$ cat config.mk
export PLATFORM = sky130hd
export DESIGN_NAME = button_gesture_recognizer
export DESIGN_NICKNAME = d
export VERILOG_FILES = /design/src/rtl/bgr_pkg.sv /design/src/rtl/bgr_edge_filter.sv /design/src/rtl/bgr_gesture_fsm.sv /design/src/rtl/button_gesture_recognizer.sv
export SDC_FILE = /design/constraint.sdc
export NUM_CORES = 1
export LEC_CHECK = 0
export ABC_AREA = 1
export BUFFER_PORTS_ARGS = -buffer_cell sky130_fd_sc_hd__clkbuf_2
export CORE_MARGIN = 2
export CORE_UTILIZATION = 68
export DETAILED_ROUTE_END_ITERATION = 10
export PLACE_DENSITY = 0.86
export SLEW_MARGIN = 15
export SYNTH_ARGS = -nofsm -noshare
export SYNTH_HDL_FRONTEND = slang
export SYNTH_HIERARCHICAL = 1
export SYNTH_SLANG_ARGS = --single-unit
export TNS_END_PERCENT = 100
$ cat constraint.sdc
create_clock -name clk -period 7.1 [get_ports clk]
set_clock_uncertainty 0.2 [all_clocks]
set_input_delay 1.065 -clock clk [delete_from_list [all_inputs] [get_ports clk]]
set_output_delay 1.065 -clock clk [all_outputs]
set_load 0.01 [all_outputs]
$ cat src/rtl/bgr_pkg.sv
package bgr_pkg;

  localparam int TIME_WIDTH_DEF = 32;
  localparam int CFG_WIDTH = 16;
  localparam int CFG_INDEX_WIDTH = 2;
  localparam int GESTURE_WIDTH = 3;
  localparam int STATE_WIDTH = 3;
  localparam int TAP_WIDTH = 2;

  // register indexes
  localparam logic [CFG_INDEX_WIDTH-1:0] REG_DEBOUNCE  = 2'd0;
  localparam logic [CFG_INDEX_WIDTH-1:0] REG_MULTI_TAP = 2'd1;
  localparam logic [CFG_INDEX_WIDTH-1:0] REG_LONG      = 2'd2;

  localparam logic [CFG_WIDTH-1:0] DEBOUNCE_RESET  = 16'd25;
  localparam logic [CFG_WIDTH-1:0] MULTI_TAP_RESET = 16'd250;
  localparam logic [CFG_WIDTH-1:0] LONG_RESET      = 16'd800;

  // gesture machine states
  localparam logic [STATE_WIDTH-1:0] ST_IDLE       = 3'd0;
  localparam logic [STATE_WIDTH-1:0] ST_DOWN_FIRST = 3'd1;
  localparam logic [STATE_WIDTH-1:0] ST_BETWEEN    = 3'd2;
  localparam logic [STATE_WIDTH-1:0] ST_DOWN_MORE  = 3'd3;
  localparam logic [STATE_WIDTH-1:0] ST_LONG_FIRED = 3'd4;

  // gesture codes
  localparam logic [GESTURE_WIDTH-1:0] G_NONE       = 3'd0;
  localparam logic [GESTURE_WIDTH-1:0] G_SINGLE     = 3'd1;
  localparam logic [GESTURE_WIDTH-1:0] G_DOUBLE     = 3'd2;
  localparam logic [GESTURE_WIDTH-1:0] G_TRIPLE     = 3'd3;
  localparam logic [GESTURE_WIDTH-1:0] G_LONG       = 3'd4;
  localparam logic [GESTURE_WIDTH-1:0] G_CLICK_HOLD = 3'd5;

  localparam logic [TAP_WIDTH-1:0] TAPS_MAX = 2'd3;

  typedef struct packed {
    logic [CFG_WIDTH-1:0] multi_tap_ticks;
    logic [CFG_WIDTH-1:0] long_ticks;
  } fsm_cfg_t;

  typedef struct packed {
    logic [GESTURE_WIDTH-1:0] gesture;
    logic                     idle;
  } fsm_result_t;

endpackage

$ cat src/rtl/bgr_edge_filter.sv
module bgr_edge_filter import bgr_pkg::*; #(
  parameter int TIME_WIDTH = TIME_WIDTH_DEF
) (
  input  logic                  clk,
  input  logic                  rst,
  input  logic                  step,
  input  logic                  level,
  input  logic [TIME_WIDTH-1:0] now,
  input  logic [CFG_WIDTH-1:0]  debounce_ticks,
  output logic                  edge_hit
);

  logic                  prev_raw_level;
  logic                  accepted_level;
  logic [TIME_WIDTH-1:0] last_edge_time;
  logic [TIME_WIDTH-1:0] since_edge;

  assign since_edge = now - last_edge_time;
  assign edge_hit = (level != prev_raw_level) && (level != accepted_level) &&
                    (since_edge >= {{(TIME_WIDTH-CFG_WIDTH){1'b0}}, debounce_ticks});

  always_ff @(posedge clk) begin
    if (rst) begin
      prev_raw_level <= 1'b1;
      accepted_level <= 1'b1;
      last_edge_time <= '0;
    end else if (step) begin
      prev_raw_level <= level;
      if (edge_hit) begin
        accepted_level <= level;
        last_edge_time <= now;
      end
    end
  end

endmodule

$ cat src/rtl/bgr_gesture_fsm.sv
module bgr_gesture_fsm import bgr_pkg::*; #(
  parameter int TIME_WIDTH = TIME_WIDTH_DEF
) (
  input  logic                  clk,
  input  logic                  rst,
  input  logic                  step,
  input  logic                  edge_hit,
  input  logic                  down,
  input  logic [TIME_WIDTH-1:0] now,
  input  fsm_cfg_t              cfg,
  output fsm_result_t           result
);

  logic [STATE_WIDTH-1:0] state;
  logic [STATE_WIDTH-1:0] state_next;
  logic [TIME_WIDTH-1:0]  phase_start;
  logic [TIME_WIDTH-1:0]  phase_start_next;
  logic [TAP_WIDTH-1:0]   taps;
  logic [TAP_WIDTH-1:0]   taps_next;

  logic [STATE_WIDTH-1:0] st;
  logic [STATE_WIDTH-1:0] st1;
  logic [TAP_WIDTH-1:0]   taps1;
  logic                   phase_moved;
  logic [TIME_WIDTH-1:0]  elapsed;
  logic                   hold_old;
  logic                   tap_old;
  logic                   hold_now;
  logic                   tap_now;
  logic [GESTURE_WIDTH-1:0] gesture;

  assign elapsed  = now - phase_start;
  assign hold_old = elapsed >= {{(TIME_WIDTH-CFG_WIDTH){1'b0}}, cfg.long_ticks};
  assign tap_old  = elapsed >= {{(TIME_WIDTH-CFG_WIDTH){1'b0}}, cfg.multi_tap_ticks};
  // a phase that restarts this tick has zero elapsed time
  assign hold_now = phase_moved ? (cfg.long_ticks == '0) : hold_old;
  assign tap_now  = phase_moved ? (cfg.multi_tap_ticks == '0) : tap_old;

  always_comb begin
    st = (state > ST_LONG_FIRED) ? ST_IDLE : state;
    st1 = st;
    taps1 = taps;
    phase_moved = 1'b0;
    phase_start_next = phase_start;
    state_next = st;
    taps_next = taps;
    gesture = G_NONE;

    if (edge_hit) begin
      case (st)
        ST_IDLE: begin
          if (down) begin
            st1 = ST_DOWN_FIRST;
            phase_moved = 1'b1;
            taps1 = '0;
          end
        end
        ST_DOWN_FIRST, ST_DOWN_MORE: begin
          if (!down) begin
            if (taps1 != TAPS_MAX) taps1 = taps1 + 1'b1;
            st1 = ST_BETWEEN;
            phase_moved = 1'b1;
          end
        end
        ST_BETWEEN: begin
          if (down) begin
            st1 = ST_DOWN_MORE;
            phase_moved = 1'b1;
          end
        end
        default: begin
          if (!down) begin
            st1 = ST_IDLE;
            taps1 = '0;
          end
        end
      endcase
    end
    if (phase_moved) phase_start_next = now;

    if (edge_hit && !down && hold_old && st == ST_DOWN_FIRST) begin
      // release after a full hold
      state_next = ST_IDLE;
      taps_next = '0;
      phase_start_next = phase_start;
      gesture = G_LONG;
    end else if (edge_hit && !down && hold_old && st == ST_DOWN_MORE) begin
      state_next = ST_IDLE;
      taps_next = '0;
      phase_start_next = phase_start;
      gesture = G_CLICK_HOLD;
    end else if (st1 == ST_DOWN_FIRST && hold_now) begin
      state_next = ST_LONG_FIRED;
      taps_next = '0;
      gesture = G_LONG;
    end else if (st1 == ST_DOWN_MORE && hold_now) begin
      state_next = ST_LONG_FIRED;
      taps_next = '0;
      gesture = G_CLICK_HOLD;
    end else if (st1 == ST_BETWEEN && tap_now) begin
      state_next = ST_IDLE;
      taps_next = '0;
      if (taps1 == 2'd1)      gesture = G_SINGLE;
      else if (taps1 == 2'd2) gesture = G_DOUBLE;
      else                    gesture = G_TRIPLE;
    end else begin
      state_next = st1;
      taps_next = taps1;
    end
  end

  assign result.gesture = gesture;
  assign result.idle = (state_next == ST_IDLE);

  always_ff @(posedge clk) begin
    if (rst) begin
      state <= ST_IDLE;
      phase_start <= '0;
      taps <= '0;
    end else if (step) begin
      state <= state_next;
      phase_start <= phase_start_next;
      taps <= taps_next;
    end
  end

endmodule

$ cat src/rtl/button_gesture_recognizer.sv
// button gesture recognizer: every input beat is one millisecond tick carrying the raw
// active-low pin level (0 pressed, 1 released), and every input beat yields exactly one
// result beat with a gesture code (0 none, 1 single, 2 double, 3 triple, 4 long press,
// 5 click-and-hold) and an idle flag that says the machine may sleep. edges are accepted
// only when the raw level toggles, differs from the last accepted level and at least
// debounce_ticks have passed since the last accepted edge. one beat per clock is
// sustained while out_ready stays high: a tick waits in the input register, is resolved
// by the edge filter and gesture machine in a single pass, and lands in the result
// register. the time stamp advances once per processed tick and wraps at TIME_WIDTH
// bits. configuration: cfg_index 0 debounce_ticks, 1 multi_tap_ticks, 2 long_ticks;
// write only while idle.
module button_gesture_recognizer import bgr_pkg::*; #(
  parameter int TIME_WIDTH = TIME_WIDTH_DEF
) (
  input  logic                       clk,
  input  logic                       rst,
  input  logic                       in_valid,
  output logic                       in_ready,
  input  logic                       pin_level,
  output logic                       out_valid,
  input  logic                       out_ready,
  output logic [GESTURE_WIDTH-1:0]   gesture,
  output logic                       idle_flag,
  input  logic                       cfg_we,
  input  logic [CFG_INDEX_WIDTH-1:0] cfg_index,
  input  logic [CFG_WIDTH-1:0]       cfg_data
);

  // configuration registers
  logic [CFG_WIDTH-1:0] debounce_ticks;
  fsm_cfg_t             cfg;

  // input register and tick time stamp
  logic                  hold_valid;
  logic                  hold_level;
  logic [TIME_WIDTH-1:0] tick_count;

  logic        advance;
  logic        edge_hit;
  fsm_result_t result;

  // the held tick moves on when the result register is free or being drained
  assign advance  = hold_valid && (!out_valid || out_ready);
  assign in_ready = !hold_valid || advance;

  always_ff @(posedge clk) begin
    if (rst) begin
      debounce_ticks <= DEBOUNCE_RESET;
      cfg.multi_tap_ticks <= MULTI_TAP_RESET;
      cfg.long_ticks <= LONG_RESET;
    end else if (cfg_we) begin
      case (cfg_index)
        REG_DEBOUNCE:  debounce_ticks <= cfg_data;
        REG_MULTI_TAP: cfg.multi_tap_ticks <= cfg_data;
        REG_LONG:      cfg.long_ticks <= cfg_data;
        default:       ;
      endcase
    end
  end

  // input stage
  always_ff @(posedge clk) begin
    if (rst) begin
      hold_valid <= 1'b0;
    end else if (in_ready) begin
      hold_valid <= in_valid;
    end
  end

  always_ff @(posedge clk) begin
    if (in_valid && in_ready) begin
      hold_level <= pin_level;
    end
  end

  // tick time stamp, one step per processed tick
  always_ff @(posedge clk) begin
    if (rst) begin
      tick_count <= '0;
    end else if (advance) begin
      tick_count <= tick_count + 1'b1;
    end
  end

  bgr_edge_filter #(
    .TIME_WIDTH(TIME_WIDTH)
  ) u_edge_filter (
    .clk           (clk),
    .rst           (rst),
    .step          (advance),
    .level         (hold_level),
    .now           (tick_count),
    .debounce_ticks(debounce_ticks),
    .edge_hit      (edge_hit)
  );

  bgr_gesture_fsm #(
    .TIME_WIDTH(TIME_WIDTH)
  ) u_gesture_fsm (
    .clk     (clk),
    .rst     (rst),
    .step    (advance),
    .edge_hit(edge_hit),
    .down    (!hold_level),
    .now     (tick_count),
    .cfg     (cfg),
    .result  (result)
  );

  // result register
  always_ff @(posedge clk) begin
    if (rst) begin
      out_valid <= 1'b0;
    end else if (advance) begin
      out_valid <= 1'b1;
    end else if (out_ready) begin
      out_valid <= 1'b0;
    end
  end

  always_ff @(posedge clk) begin
    if (advance) begin
      gesture <= result.gesture;
      idle_flag <= result.idle;
    end
  end

`ifndef SYNTH
  // tap gestures always return the machine to idle
  assert property (@(posedge clk) disable iff (rst)
    out_valid && (gesture == G_SINGLE || gesture == G_DOUBLE || gesture == G_TRIPLE)
    |-> idle_flag)
    else $error("tap gesture reported without idle");

  // only defined gesture codes leave the block
  assert property (@(posedge clk) disable iff (rst)
    out_valid |-> gesture <= G_CLICK_HOLD)
    else $error("gesture code out of range");

  // a held tick that cannot move stays in the input register
  assert property (@(posedge clk) disable iff (rst)
    hold_valid && !advance |=> hold_valid && $stable(hold_level))
    else $error("held tick lost");

  // the time stamp moves exactly with processed ticks
  assert property (@(posedge clk) disable iff (rst)
    !advance |=> $stable(tick_count))
    else $error("time stamp moved without a tick");
`endif

endmodule
==> impl.org, run 1 <==
** STA
- Setup total negative slack on the finished layout was measured at 0 ns.
- Setup repair after global routing left no endpoint under its margin.
- Smallest setup slack after layout :: 1.64 ns
- At the pin with the least slew margin, the transition time is 1.18 ns.
- Hold slack :: 0.264 ns
- The final count of hold timing violations was 0.
- In this run the tightest slew margin relative to its limit is 21.2%.
- Setup violations remaining at the end of the flow were counted as 0.
- For this run, the top clock speed supported by timing is 183 MHz.
- Crit share post-route :: 76.9%
- The number of pins exceeding their max-slew limit in the final report came to 0.
- Final min period :: 5.46 ns

** Critical path
- Arrival time of data at the critical path endpoint :: 5.45 ns
- The slowest stage of the critical path is the sky130_fd_sc_hd__dfxtp_1 cell.
- The number of buffers and inverters on the critical path is 8.
- Crit Path Class :: flip-flop to flip-flop
- Across all register-to-register paths, the minimum setup slack is 1.64 ns.
- The cell family contributing the most delay on the critical path is simple AND/OR/NAND/NOR gates.
- STA puts the critical path data required time at 7.09 ns.
- Critical Path Source Type :: flip-flop
- Logic depth of the worst setup path including buffers :: 34
- Launching point of the worst reg2reg path :: tick_count[0]$_SDFFE_PP0P_
- Critical R2R Capture :: gesture[1]$_DFFE_PP_
- The worst setup path is captured at a flip-flop.
- For this run, the slowest stage of the critical path takes 0.48 ns.
- For the worst flop-to-flop path, the logic depth is 34.
- End point of the critical path :: gesture[1]$_DFFE_PP_
- Along the worst path, the maximum fanout reaches 34.
- Tracing the worst setup path back leads to its startpoint at tick_count[0]$_SDFFE_PP0P_.

** Global routing
- For this run the aggregate overflow at the end of global routing stands at 0.
- Vias in the first global route :: 13054
- Antenna violations before repair :: 0
- Global routing used 59.7% of the available met2 tracks.
- Global routing consumed, on the met1 layer, 43.5% of the routing resources.
- Met3 GRT Util :: 5.19%
- Global-route wire length before repair :: 61000 um
- Maximum number of pins on one net before global-route repair :: 72
- Global routing used 34.9% of the available tracks across all layers.
- met2 is the most crowded layer.

** Hold path
- The worst hold path belongs to the class flip-flop to flip-flop.
- Count of cells along the worst hold path :: 2

** Yosys
- Synthesized Nets :: 2467
- The synthesized design spends more area on one cell type than any other, namely sky130_fd_sc_hd__dfxtp_1.
- Synth Warn # :: 6
- Synthesized area divided by synthesized cell count :: 5.92 sq um
- Area share of the largest cell type after synthesis :: 22.2%
- Flip-flop cell with the highest count after synthesis :: sky130_fd_sc_hd__dfxtp_1
- After synthesis the netlist holds a flip-flop and latch count of 158.
- Share of flip-flops with an asynchronous set or reset after synthesis :: 0%
- After synthesis, flip-flops and latches occupy 23.3% of the total area.
- The cell count after synthesis came out at 2330.
- Number of distinct library cells after synthesis :: 53
- The mapped netlist covers 13800 sq um.
- In the post-synthesis netlist, the biggest area contributors are sky130_fd_sc_hd__dfxtp_1, sky130_fd_sc_hd__nand2_1, sky130_fd_sc_hd__inv_1, sky130_fd_sc_hd__ha_1, sky130_fd_sc_hd__nor2_1.
- Counting flops with a built-in enable in the synthesized netlist gives 5.

** Die
- Starting utilization of the core area :: 68.6%
- The total area inside the core boundary comes to 20100 sq um.
- 30 I/O pins were placed.
- Area of the die :: 21400 sq um
- Measured along the x axis, the die boundary spans 146 um.
- Overall die height :: 146 um
- Row generation in the floorplan step produced 52 rows.

** CTS
- Clock transition at the registers of the reported paths :: 0.08 ns
- Max Root-Sink Buffers :: 2
- The clock drives 158 sinks.
- The tree is rooted in a sky130_fd_sc_hd__clkbuf_16.
- TritonCTS built the clock tree.
- In this run the post-CTS setup repair buffer count came out at 0.
- The number of hold buffers added after CTS was 0.
- TritonCTS created 17 clock buffers.
- Post-cts repair resize count :: 0
- The clock tree synthesis step divided the H-tree into 4 levels.
- The later pin in the worst-skew pair is clocked with a latency of 0.44 ns.

** Place
- Input and output buffers added on the ports amount to 29.
- Final Wtd Congestion :: 0.999
- Post-DP HPWL :: 29400 um
- Placed insts :: 2593
- Timing analysis after detailed placement gives a worst setup slack of 1.74 ns.
- Standard cell area after detailed placement :: 14000 sq um

** Outcome
- The run finished with clean final reports.

** Pwr
- Power density cells :: 192 nW/um^2
- Leakage power summed over all cells :: 7.85 nW
- The design draws 2.80 mW.
- Largest voltage drop on the vdd net :: 0.203 mV

** Cells and area
- The post-route netlist has 8.49% of its cells at a drive strength greater than 1.
- Number of inserted diodes :: 0
- In the final layout, flip-flops and latches occupy 3210 sq um.
- Growth of design area from synthesis to finish :: 6.10%
- Final Non-Filler Cells :: 2625
- Final cell area excluding filler cells :: 14600 sq um
- Count of fill cells added during filler insertion :: 1771
- Final standard cell utilization of the core :: 72.8%
- In the final design database the tool counted 2479 nets.
- Multi-input gate area :: 8390 sq um

** Detailed routing
- TritonRoute pass-1 iters :: 6
- Number of routed nets with antenna violations :: 0
- Average wire per cell in the routed design :: 14.2 um
- WL final :: 37200 um
- For this block, the initial DRC count from the detailed router was 1036.
- In the routed design, unresolved DRC markers number 0.
- Summing over every cut layer, the via total after detailed routing is 13949.
- In the routed layout, each cell is associated on average with a via count of 5.31.

** Job
- Max-cap violations in this run came to 0.
## worst reg2reg max path: cells and delay by family, from the launching register on
| family | cells | cell delay [ns] |
|---|---|---|
| DFF | 1 | 0.48 |
| AOI/OAI and AO/OA | 3 | 0.38 |
| and+or+nand+nor | 19 | 2.32 |
| adders and majority gates | 3 | 0.81 |
| xor gates and xnor gates | 1 | 0.19 |
| buffers and inverters | 8 | 0.86 |
## final cells by class
cell class	count	share of cell area (%)
clock buffer	17	2.91
inverter	514	13.2
tap	270	2.31
multi-input combinational	1618	57.3
timing repair buffer	33	1.20
clock inverter	15	1.12
sequential	158	21.9
## state kept, by name, indices dropped and copies added (netlist names)
name and flops:
gesture 3, cfg 32, hold_valid 1, u_edge_filter/prev_raw_level 1
hold_level 1, debounce_ticks 16, out_valid 1, tick_count 32
u_gesture_fsm/state 3, u_gesture_fsm/phase_start 32, u_edge_filter/accepted_level 1, idle_flag 1
u_gesture_fsm/taps 2, u_edge_filter/last_edge_time 32
## cell families (layout without fill, tap and decap cells)
logic type | Yosys count | count (layout) | synth area share (%)
adders and majority gates | 113 | 113 | 10.4
xor gates and xnor gates | 33 | 33 | 2.09
buffers and inverters | 554 | 579 | 15.9
DFF | 158 | 158 | 23.3
and+or+nand+nor | 1262 | 1262 | 40.1
AOI/OAI and AO/OA | 210 | 210 | 8.26
## Yosys cell counts, types with 2 or more instances
library cell               number
sky130_fd_sc_hd__nand2_4        2
sky130_fd_sc_hd__nand3_1      109
sky130_fd_sc_hd__nand4_1       60
sky130_fd_sc_hd__o21ai_0       58
sky130_fd_sc_hd__nand2_1      679
sky130_fd_sc_hd__nand3b_1       6
sky130_fd_sc_hd__nand3_2        8
sky130_fd_sc_hd__nor2_4         8
sky130_fd_sc_hd__a21oi_1      101
sky130_fd_sc_hd__nand2_2       53
sky130_fd_sc_hd__o21ai_1       27
sky130_fd_sc_hd__o21bai_1       5
sky130_fd_sc_hd__inv_1        493
sky130_fd_sc_hd__inv_2         20
sky130_fd_sc_hd__a21oi_2        7
sky130_fd_sc_hd__and3_1         3
sky130_fd_sc_hd__nor2_2        23
sky130_fd_sc_hd__buf_8          3
sky130_fd_sc_hd__buf_2          6
sky130_fd_sc_hd__a31oi_1        2
sky130_fd_sc_hd__and2_1         5
sky130_fd_sc_hd__clkbuf_1      20
sky130_fd_sc_hd__nor2_1       270
sky130_fd_sc_hd__nand3_4        2
sky130_fd_sc_hd__fa_1           2
sky130_fd_sc_hd__a211oi_1       3
sky130_fd_sc_hd__buf_6          9
sky130_fd_sc_hd__xnor2_1        5
sky130_fd_sc_hd__nor4_1         7
sky130_fd_sc_hd__edfxtp_1       5
sky130_fd_sc_hd__xor2_1        28
sky130_fd_sc_hd__nor3_1        16
sky130_fd_sc_hd__nand2_8        2
sky130_fd_sc_hd__ha_1         111
sky130_fd_sc_hd__dfxtp_1      153
sky130_fd_sc_hd__nor3b_2        2
## layout by cell type (no fill, tap or decap), types with 3 or more instances in the layout
cell / count
sky130_fd_sc_hd__dfxtp_1: 153
sky130_fd_sc_hd__nand3_1: 109
sky130_fd_sc_hd__buf_4: 4
sky130_fd_sc_hd__and3_1: 3
sky130_fd_sc_hd__a21oi_1: 101
sky130_fd_sc_hd__xor2_1: 28
sky130_fd_sc_hd__nand2_1: 679
sky130_fd_sc_hd__nor3_1: 16
sky130_fd_sc_hd__edfxtp_1: 5
sky130_fd_sc_hd__nor4_1: 7
sky130_fd_sc_hd__nor2_1: 270
sky130_fd_sc_hd__inv_1: 493
sky130_fd_sc_hd__o21ai_1: 27
sky130_fd_sc_hd__inv_6: 3
sky130_fd_sc_hd__clkbuf_2: 29
sky130_fd_sc_hd__nand3_2: 8
sky130_fd_sc_hd__o21bai_1: 5
sky130_fd_sc_hd__xnor2_1: 5
sky130_fd_sc_hd__a21oi_2: 7
sky130_fd_sc_hd__clkbuf_16: 17
sky130_fd_sc_hd__ha_1: 111
sky130_fd_sc_hd__nand3b_1: 6
sky130_fd_sc_hd__inv_8: 6
sky130_fd_sc_hd__a211oi_1: 3
sky130_fd_sc_hd__o21ai_0: 58
sky130_fd_sc_hd__nor2_2: 23
sky130_fd_sc_hd__clkinv_8: 3
sky130_fd_sc_hd__inv_2: 20
sky130_fd_sc_hd__nand4_1: 60
sky130_fd_sc_hd__and2_1: 5
sky130_fd_sc_hd__nand2_2: 53
sky130_fd_sc_hd__nor2_4: 8
## routing by layer
metal / vias to the layer above / share of wire (%)
li1: 7158 / -
met1: 6212 / 43
met2: 486 / 46
met3: 93 / 6.7
met4: 0 / 4.0
met5: - / 0
## power breakdown
part	switching [mW]	internal (mW)
Combinational	0.613	0.324
Clock	0.443	0.473
Sequential	0.0212	0.929
Total	1.08	1.73
## worst min-delay path by stage
| stage | startpoint | to | slack, ns |
|---|---|---|---|
| global route | u_gesture_fsm/phase_start[8]$_SDFFE_PP0P_ | u_gesture_fsm/phase_start[8]$_SDFFE_PP0P_ | 0.28 |
| finish | u_gesture_fsm/phase_start[2]$_SDFFE_PP0P_ | u_gesture_fsm/phase_start[2]$_SDFFE_PP0P_ | 0.26 |
| CTS | u_gesture_fsm/phase_start[2]$_SDFFE_PP0P_ | u_gesture_fsm/phase_start[2]$_SDFFE_PP0P_ | 0.27 |
| detailed placement | u_gesture_fsm/phase_start[16]$_SDFFE_PP0P_ | u_gesture_fsm/phase_start[16]$_SDFFE_PP0P_ | 0.26 |
| floorplan | u_gesture_fsm/phase_start[2]$_SDFFE_PP0P_ | u_gesture_fsm/phase_start[2]$_SDFFE_PP0P_ | 0.23 |
| global placement | u_gesture_fsm/phase_start[17]$_SDFFE_PP0P_ | u_gesture_fsm/phase_start[17]$_SDFFE_PP0P_ | 0.24 |
No activity file was read; power rests on OpenSTA's default activity.
==> run 2, diff against run 1 <==
--- a/config.mk
+++ b/config.mk
@@ -8,9 +8,9 @@
 export ABC_AREA = 1
 export BUFFER_PORTS_ARGS = -buffer_cell sky130_fd_sc_hd__clkbuf_2
 export CORE_MARGIN = 2
-export CORE_UTILIZATION = 68
+export CORE_UTILIZATION = 59
 export DETAILED_ROUTE_END_ITERATION = 10
-export PLACE_DENSITY = 0.86
+export PLACE_DENSITY = 0.79
 export SLEW_MARGIN = 15
 export SYNTH_ARGS = -nofsm -noshare
 export SYNTH_HDL_FRONTEND = slang
==> constraint.sdc (replaced) <==
create_clock -name clk -period 4.68 [get_ports clk]
set_clock_uncertainty 0.2 [all_clocks]
set_input_delay 0.702 -clock clk [delete_from_list [all_inputs] [get_ports clk]]
set_output_delay 0.702 -clock clk [all_outputs]
set_load 0.01 [all_outputs]
==> run 2 against run 1 <==
Net effect: first-iteration DRC count increased by 22%; wire length increased by 3.6%; die area rose by 15%; design area grew 5.2%; clock power up 53%; register-to-register slack got worse by 1.5 ns; critical path type unchanged; via count up 3.1%; flip-flop and latch count did not move; core utilization decreased by 5.2 points; sequential power increased by 52%; cell count rose by 3.5%.
==> impl.org, run 2 (synthesis gave the netlist of run 1 again) <==
** Outcome
- Outcome :: finished clean

** Cells and area
- Number of inserted diodes :: 0 (unchanged)
- The fraction of layout cells with a size suffix above 1 was 13.2% (+4.7 points).
- Growth of design area from synthesis to finish :: 11.6%
- The number of standard cells in the layout, taps in and fillers out was 2718 (+3.5%).
- Nets :: 2529 (+2.0%)
- Most common cell after layout, fill and taps aside :: sky130_fd_sc_hd__nand2_1
- Most frequent cells in the layout :: sky130_fd_sc_hd__nand2_1, sky130_fd_sc_hd__inv_1, sky130_fd_sc_hd__nor2_1, sky130_fd_sc_hd__dfxtp_1, sky130_fd_sc_hd__nand3_1

** Global routing
- Maximum number of pins on one net before global-route repair :: 48 (-33%)
- Total GRT Usage :: 31.6% (-3.3 points)
- Vias in the first global route :: 13341 (+2.2%)
- Total overflow reported by the global router :: 0 (unchanged)
- Antenna violations before repair :: 0 (unchanged)
- The wire length of the first global-routing pass was 62500 um (+2.4%).

** Critical path
- Launching point of the worst reg2reg path :: tick_count[10]$_SDFFE_PP0P_
- The longest individual stage delay on the worst path was 0.41 ns (-0.07 ns).
- STA classifies the critical path endpoint as a flip-flop.
- The highest net fanout along the worst path is 4 (-88%).
- Crit Path Class :: flip-flop to flip-flop
- Arrival time of data at the critical path endpoint :: 4.59 ns (-0.86 ns)
- Tracing the worst setup path back leads to its startpoint at tick_count[10]$_SDFFE_PP0P_.
- CP bufs+invs :: 6 (-2)
- Highest-delay cell along the critical path :: sky130_fd_sc_hd__dfxtp_1
- The required time at the worst-slack endpoint is 4.69 ns (-2.40 ns).
- Critical Path Source Type :: flip-flop
- Grouping stages by cell kind, the critical path spends the most delay in simple AND/OR/NAND/NOR gates.
- Most numerous cell on the critical path :: sky130_fd_sc_hd__nand2_1

** Pwr
- Power density cells :: 282 nW/um^2 (+47%)
- The total chip power came to 4.35 mW (+55%).
- Largest voltage drop on the vdd net :: 0.242 mV (+19%)
- Leakage power summed over all cells :: 8.15 nW (+3.8%)

** Detailed routing
- The average detailed-routed wire length per instance was 14.2 um (about the same).
- TritonRoute pass-1 iters :: 5 (-1)
- Number of DRC violations after detailed routing :: 0 (unchanged)
- The via-per-instance ratio is 5.29 (-0.44%).
- The total wire length after detailed routing came to 38500 um (+3.6%).
- The post-detailed-route count of antenna-violating nets was 0 (unchanged).
- Via count :: 14380 (+3.1%)
- DRC marker count from the first detailed-route iteration :: 1267 (+22%)

** STA
- Crit share post-route :: 97.7% (+21 points)
- The worst max-slew margin expressed relative to the limit came to 29.0% (+7.8 points).
- Final setup viols :: 0 (unchanged)
- The shortest clock period the worst path allows after layout was 4.57 ns (-0.887 ns).
- Post-Route Setup TNS :: 0 ns (unchanged)
- Transition time at the pin with the least slew margin :: 1.06 ns (-0.116 ns)
- The number of pins exceeding their max-slew limit in the final report is 0 (unchanged).
- Top achievable clock speed :: 219 MHz (+19%)
- The final count of hold timing violations came to 0 (unchanged).
- Setup repair after global routing could not meet its margin everywhere.

** CTS
- Clk_lat worst skew :: 0.45 ns (about the same)
- Max Root-Sink Buffers :: 2 (unchanged)
- The tree is rooted in a sky130_fd_sc_hd__clkbuf_16.
- Number of buffers added by the clock tree synthesis step :: 17 (unchanged)
- H-tree level count :: 4 (unchanged)
- The clock slew seen by the registers of the worst setup and hold paths is 0.08 ns (about the same).
- TritonCTS built the clock tree.
- Total number of clock tree sinks :: 158 (unchanged)

** Die
- The placeable core region was 22800 sq um (+13%).
- The area of the die came to 24600 sq um (+15%).
- The I/O pin count came to 30 (unchanged).
- Std-Cell Rows :: 55 (+5.8%)
- The die height was 157 um (+7.2%).
- The horizontal die dimension came to 157 um (+7.2%).
- Starting utilization of the core area :: 60.6% (-8.1 points)

** Hold path
- Start point of the worst min-delay path :: u_gesture_fsm/phase_start[3]$_SDFFE_PP0P_
- Hold/Removal Path Class :: flip-flop to flip-flop

** Job
- Max-capacitance violation count :: 0 (unchanged)

** Place
- Post-DP HPWL :: 29800 um (+1.5%)
- Placed insts :: 2677 (+3.2%)
- The last weighted congestion value of the routability-driven placer was 0.973 (-2.6%).
- Port Buffers :: 29 (unchanged)
==> run 2: cell count changes in the layout (fill, tap and decap cells not counted), sizes merged <==
cell / before / now
inv: 522 / 524
nand2: 736 / 737
clkinv: 6 / 3
buf: 4 / 53
clkbuf: 46 / 47
==> run 2: layer usage <==
metal	global-route usage [%]	vias to the layer above	routed length [um]
li1	-	7272	-
met1	40.4	6499	16600
met2	53.5	502	17900
met3	4.54	107	2580
met4	12.8	0	1430
met5	0	-	0
==> run 2: stage by stage <==
stage	setup WS (ns)	instance area, sq um	util (%)	hold WS (ns)
floorplan	0.256	13800	-	0.233
global placement	0.132	14400	63.3	0.246
detailed placement	0.0142	14400	63.3	0.253
CTS	0.0426	15000	65.9	0.260
global route	-0.134	15400	67.6	0.259
finish	0.107	15400	67.6	0.263
==> run 2: path summary, 6_finish.rpt <==
check                                                                  to  slack [ns]  depth (start not counted)
worst min-delay path            u_gesture_fsm/phase_start[3]$_SDFFE_PP0P_        0.26                          2
worst max register to register                        idle_flag$_DFFE_PP_        0.11                         32
worst min register to register  u_gesture_fsm/phase_start[3]$_SDFFE_PP0P_        0.26                          2
worst max-delay path                                  idle_flag$_DFFE_PP_        0.11                         32
==> run 2: repair_timing <==
item	in CTS	in global routing
hold buffers	0	0
pin swaps	1	26
buffers inserted	0	8
endpoints found under the setup margin	3	41
cloned	1	0
endpoints found under the hold margin	0	0
gates resized for setup	1	82
==> run 2: worst min-delay path: cells and delay by family (launching register included) <==
| kind | cells | cell delay, ns |
|---|---|---|
| buffers and inverters | 1 | 0.06 |
| DFF | 1 | 0.30 |
| AOI/OAI and AO/OA | 1 | 0.06 |
==> run 2: final cells by class <==
cell class	instances	area [sq um]
clock buffers	18	439
clock inverters	14	156
fillers	2081	7380
inverters	514	1930
multi-input cells	1619	8720
flip-flops and latches	158	3220
well taps	313	392
repair buffers	82	543
==> run 2: report_power, final <==
part           internal, mW  leakage, nW  switching (mW)  total (mW)
sequential             1.41         1.30          0.0318        1.44
combinational         0.546         6.56           0.959        1.51
clock                 0.735        0.293           0.663        1.40
